### config.mk
export PLATFORM = sky130hd
export DESIGN_NAME = mfsf_ctrl
export DESIGN_NICKNAME = d
export VERILOG_FILES = /design/src/rtl/mfsf_pkg.sv /design/src/rtl/mfsf_ctrl.sv
export SDC_FILE = /design/constraint.sdc
export NUM_CORES = 1
export LEC_CHECK = 0
export ABC_AREA = 1
export BUFFER_PORTS_ARGS = -buffer_cell sky130_fd_sc_hd__buf_2
export CAP_MARGIN = 20
export CORE_AREA = 10 10 47 49
export CTS_CLUSTER_SIZE = 14
export DETAILED_ROUTE_END_ITERATION = 12
export DIE_AREA = 0 0 57 59
export SLEW_MARGIN = 40
export SYNTH_ARGS = -nofsm -noshare
export SYNTH_HDL_FRONTEND = slang
export SYNTH_SLANG_ARGS = --single-unit
### constraint.sdc
create_clock -name clk -period 2.3 [get_ports clk]
set_input_delay 0.69 -clock clk [delete_from_list [all_inputs] [get_ports clk]]
set_output_delay 0.69 -clock clk [all_outputs]
set_load 0.02 [all_outputs]
### src/rtl/mfsf_pkg.sv
package mfsf_pkg;

  // Command codes carried on in_tuser.
  typedef enum logic [2:0] {
    MODE_CLEAR       = 3'd0,
    MODE_CHECKER     = 3'd1,
    MODE_SCROLL_ROWS = 3'd2,
    MODE_SCROLL_COLS = 3'd3,
    MODE_READ        = 3'd4
  } mode_t;

  // Kind of write performed by one sweep over the store.
  typedef enum logic [2:0] {
    OP_INIT,
    OP_FILL,
    OP_CHECK,
    OP_ROWS,
    OP_COLS
  } sweep_op_t;

  typedef enum logic [2:0] {
    ST_INIT,
    ST_IDLE,
    ST_DECODE,
    ST_ROWPAT,
    ST_SWEEP,
    ST_RD_ADDR,
    ST_RD_WAIT
  } ctrl_state_t;

  // Input beat layout.
  localparam int MODE_W       = 3;
  localparam int IN_TDATA_W   = 24;
  localparam int OUT_TDATA_W  = 64;
  localparam int CELL_LSB     = 0;
  localparam int CELL_W       = 7;
  localparam int SHIFT_LSB    = 7;
  localparam int SHIFT_W      = 8;
  localparam int FILL_BIT     = 15;
  localparam int COL_LSB      = 16;
  localparam int COL_W        = 7;

  typedef struct packed {
    logic      capture;
    logic      row_start;
    logic      row_step;
    logic      sweep_start;
    logic      sweep_step;
    sweep_op_t op;
    logic      rd_issue;
    logic      out_load;
  } ctrl_cmd_t;

  typedef struct packed {
    mode_t mode;
    logic  shift_zero;
    logic  rows_big;
    logic  cols_big;
    logic  row_last;
    logic  sweep_last;
    logic  out_free;
  } dp_status_t;

endpackage

### src/rtl/mfsf_ctrl.sv
module mfsf_ctrl
  import mfsf_pkg::*;
(
  input  logic       clk,
  input  logic       rst_n,
  input  logic       in_tvalid,
  output logic       in_tready,
  input  dp_status_t sts,
  output ctrl_cmd_t  cmd
);

  ctrl_state_t state_r, state_nxt;

  always_ff @(posedge clk) begin
    if (!rst_n) begin
      state_r <= ST_INIT;
    end else begin
      state_r <= state_nxt;
    end
  end

  always_comb begin
    state_nxt = state_r;
    cmd       = '0;
    cmd.op    = OP_INIT;
    in_tready = 1'b0;
    unique case (state_r)
      ST_INIT: begin
        // Zero the whole store once after reset.
        cmd.sweep_start = 1'b1;
        cmd.op          = OP_INIT;
        state_nxt       = ST_SWEEP;
      end
      ST_IDLE: begin
        in_tready   = 1'b1;
        cmd.capture = in_tvalid;
        if (in_tvalid) begin
          state_nxt = ST_DECODE;
        end
      end
      ST_DECODE: begin
        state_nxt = ST_IDLE;
        unique case (sts.mode)
          MODE_CLEAR: begin
            cmd.sweep_start = 1'b1;
            cmd.op          = OP_FILL;
            state_nxt       = ST_SWEEP;
          end
          MODE_CHECKER: begin
            cmd.row_start = 1'b1;
            state_nxt     = ST_ROWPAT;
          end
          MODE_SCROLL_ROWS: begin
            if (!sts.shift_zero) begin
              cmd.sweep_start = 1'b1;
              cmd.op          = sts.rows_big ? OP_FILL : OP_ROWS;
              state_nxt       = ST_SWEEP;
            end
          end
          MODE_SCROLL_COLS: begin
            if (!sts.shift_zero) begin
              cmd.sweep_start = 1'b1;
              cmd.op          = sts.cols_big ? OP_FILL : OP_COLS;
              state_nxt       = ST_SWEEP;
            end
          end
          MODE_READ: begin
            state_nxt = ST_RD_ADDR;
          end
          default: begin
            state_nxt = ST_IDLE;
          end
        endcase
      end
      ST_ROWPAT: begin
        cmd.row_step = 1'b1;
        if (sts.row_last) begin
          cmd.sweep_start = 1'b1;
          cmd.op          = OP_CHECK;
          state_nxt       = ST_SWEEP;
        end
      end
      ST_SWEEP: begin
        cmd.sweep_step = 1'b1;
        if (sts.sweep_last) begin
          state_nxt = ST_IDLE;
        end
      end
      ST_RD_ADDR: begin
        cmd.rd_issue = 1'b1;
        state_nxt    = ST_RD_WAIT;
      end
      ST_RD_WAIT: begin
        cmd.rd_issue = 1'b1;
        if (sts.out_free) begin
          cmd.out_load = 1'b1;
          state_nxt    = ST_IDLE;
        end
      end
      default: begin
        state_nxt = ST_IDLE;
      end
    endcase
  end

endmodule

# Word level (Yosys, flattened, before mapping)
# Cells that the tools add are included.
dict set report classes {
  eq_ne 14
  muxes 27
  reduce_logical 5
}
# op n
set ops {}
lappend ops {{$mux 3} 7}
lappend ops {{$pmux 3 s7} 1}
lappend ops {{$eq 3x2->1 const B} 4}
lappend ops {{$eq 3x3->1 const B} 4}
lappend ops {{$pmux 3 s4} 1}
lappend ops {{$mux 1} 11}
lappend ops {{$pmux 3 s3} 1}
lappend ops {{$ne 2x2->1 const B} 4}
lappend ops {{$eq 3x1->1 const B} 2}
lappend ops {{$logic_not 3->1} 2}
lappend ops {{$mux 2} 3}
lappend ops {{$pmux 3 s2} 1}
lappend ops {{$reduce_and 4->1} 1}
lappend ops {{$reduce_or 2->1} 2}
lappend ops {{$pmux 1 s3} 1}
lappend ops {{$pmux 1 s2} 1}
dict set report totals {
  ff_bits 3
  inputBits 12
  out_inout_bits 11
  word_cells 47
}

# Logic depth before layout (Yosys ltp)
dict set report logic_depth {
  ltp_word 4
  depth_mapped 7
  mapped_depth_nobuf 7
}

# Least setup slack after synthesis
# No wires, ideal clock.
dict set report synth_timing {
  kind {in2out}
  startpoint {in sts[7] in the netlist's numbering}
  endpoint {out cmd[3] in the netlist's numbering}
  arrival_ns 1.512
  t_required_ns 1.610
  setup_slack_ns 0.098
  cell_stages 4
  path_buffers 0
  path_cell_list {inv_1 > nor3_1 > nand3_1 > o31ai_1}
}
# element line_no
set synth_lines {}
lappend synth_lines {{from (decl)} mfsf_ctrl.sv:8} ;# input dp_status_t sts,
lappend synth_lines {{to (decl)} mfsf_ctrl.sv:9} ;# output ctrl_cmd_t cmd

==> key figures <==
Pwr
  • Pwr dens: between 1000 and 1500 nW/um^2
  • Overall power: between 600 and 700 uW
  • Worst vdd ir: approximately 0.00058 V
  • Leakage power: between 0.3 and 0.4 nW

Clock tree
  • Worst-Skew Late Latency: ~0.23 ns
  • Clock-pin slew on the worst setup and hold paths: ~0.030 ns
  • H-tree depth: 1
  • Max Root-Sink Buffers: 2
  • Clock Sinks: 3
  • CTS Buf Count: 3
  • Clk root buf: clkbuf_4
  • CTS tree: done
  • Hold Buf Count CTS: 0
  • # Post-CTS Setup Buffers: 0

Critical path
  • Worst EP arrival: 1.45 ns
  • Setup Crit Path Kind: input pin to output port
  • Req. time, crit path: between 1.5 and 2 ns
  • Crit Path Max Fanout: 4
  • Startpoint types: input pin
  • R2R cell count: 6
  • Nature of the critical path endpoint: output port
  • R2R Setup Slk: approximately 1.1 ns

Synthesis
  • Share of Yosys cell area claimed by the top area cell type: 17.1%
  • YS warnings: 0
  • Register area share after synthesis: approximately 16%
  • Post-synthesis cell count: 71
  • Syn_area_per_cell: roughly 5.3 sq um
  • Largest cells by area after synthesis: nand2_1 (17%), dfxtp_1 (16%), nor2_1 (14%), inv_1 (11%), nand3_1 (8.1%)
  • Net Count, Synth: 83
  • Post-synth top area cell: nand2_1
  • Netlist Area Pre-Place: approximately 370 sq um
  • Yosys reg bits: 3
  • Count of cell types in the netlist: 18

Job
  • Max_cap viols: 0

Drt
  • DRC errors left: 0
  • Iter 0 DRT Violations: 18
  • Vias per inst: ~4.5
  • DR WL/cell: approximately 11 microns
  • Via count: 503
  • Pre-antenna DRT Iters: 4
  • Final wirelength: between 1 and 1.5 mm
  • Post-route ant nets: 0

Hold path
  • Min-delay worst type: flip-flop to flip-flop
  • Hold depth: 4

Die
  • Chip Width: between 50 and 60 microns
  • DIE AREA: about 3400 sq um
  • Core Area: 1400 sq um
  • Core Rows: 14
  • Initial Utilization: 26.6%
  • I/O pin cnt: 23
  • Die Height: 59 microns

Global routing
  • First-pass GRT wire length: around 2.1 mm
  • Congestion Overflow GR: 0
  • Gr usage total: about 7.4%
  • Largest net degree at the start of global routing: 10
  • Vias in the first global route: 534
  • Initial antenna violation count: 0

Layout
  • # diodes: 0
  • Most frequent cells in the layout: buf_2 (22), nand2_1 (17), nor2_1 (14)
  • Area growth syn-to-layout: 41.3%
  • Largest registers: state_r x3
  • Share of cells above drive strength 1: between 30% and 40%
  • Non-Filler Instances: roughly 110
  • NumNets Final: approximately 110
  • Most common cell after layout, fill and taps aside: buf_2
  • Biggest register: state_r
  • Max reg flops: 3

Timing
  • Post-layout min period: about 2.1 ns
  • Worst-Margin Slew: 0.337 ns
  • Finish-stage setup viols: 0
  • Skew final: 0.00370 ns
  • Max-slew violation count: 0
  • Final WS setup: 0.160 ns
  • Worst slew margin: slightly below 80%
  • Fin. Hold Viols: 0
  • Setup_tns: 0 ns
  • Period utilisation layout: 93.0%
  • Max Clk Rate: 467 MHz

Run status
  • Outcome: finished clean

Placed design
  • Routability cong.: about 0.8
  • HPWL Detailed: 1.02 mm
  • DP Worst Slack: around 0.15 ns
  • I/O Buffers: 22
  • Cells after DPL: between 100 and 150
-- cell usage after synthesis --
cell      instances
nand2_1          17
nor2_1           14
inv_1            11
nand3_1           6
o21ai_0           4
a21oi_1           3
dfxtp_1           3
inv_2             2
nor3_1            2
buf_4             1
nand2_2           1
nand3b_1          1
nand4_2           1
nor2_2            1
nor2_4            1
o211ai_1          1
o31ai_1           1
or2_0             1
-- final cells by class --
cell class | instances | area [sq um]
Clock buffer | 4 | 26.3
Fill cell | 175 | 875
Inverter | 13 | 48.8
Multi-Input combinational cell | 54 | 262
Sequential cell | 3 | 60.1
Tap cell | 16 | 20.0
Timing Repair Buffer | 22 | 110
-- final timing paths --
check / start / end
worst max-delay path: sts[7] / cmd[3]
worst min-delay path: state_r[1] / state_r[1]
worst max register to register: state_r[2] / state_r[2]
worst min register to register: state_r[1] / state_r[1]
-- what timing repair did --
item | in CTS | in global routing
gates resized for setup | 0 | 1
setup endpoints to repair | 0 | 1
endpoints found under the hold margin | 0 | 0
-- stage by stage --
step           cell area [sq um]  utilization [%]  hold WS [ns]
6_report                     527             37.6         0.660
4_1_cts                      522             37.2         0.661
3_5_place_dp                 495             35.4         0.655
5_1_grt                      527             37.6         0.718
3_3_place_gp                 495             35.4         0.655
2_1_floorplan                373                -         0.606
-- worst max-delay path, cell delays in order --
cell and delay (ns):
buf_2 0.09, inv_1 0.06, nor3_1 0.13, nand3_1 0.12, o31ai_2 0.17, buf_2 0.19
-- layer usage --
metal	vias to the layer above	global-route usage [%]	share of wire, %
met5	-	0	0
met4	0	2.68	0
met3	0	4.29	12
met2	23	11.3	41
met1	205	8.23	47
li1	275	-	-
-- report_power, final --
group,total [mW],internal (mW),switching (mW)
clock network,0.0903,0.0649,0.0255
logic,0.388,0.134,0.254
registers,0.128,0.0781,0.0498
-- cell families (layout without fill, tap and decap cells) --
logic type	count (synthesis)	count (layout)	synth area share, %
simple gates	45	45	55.4
buf+inv	14	39	15.1
compound gates	9	9	13.4
flops	3	3	16.1
Power figures use the tool's default switching activity.
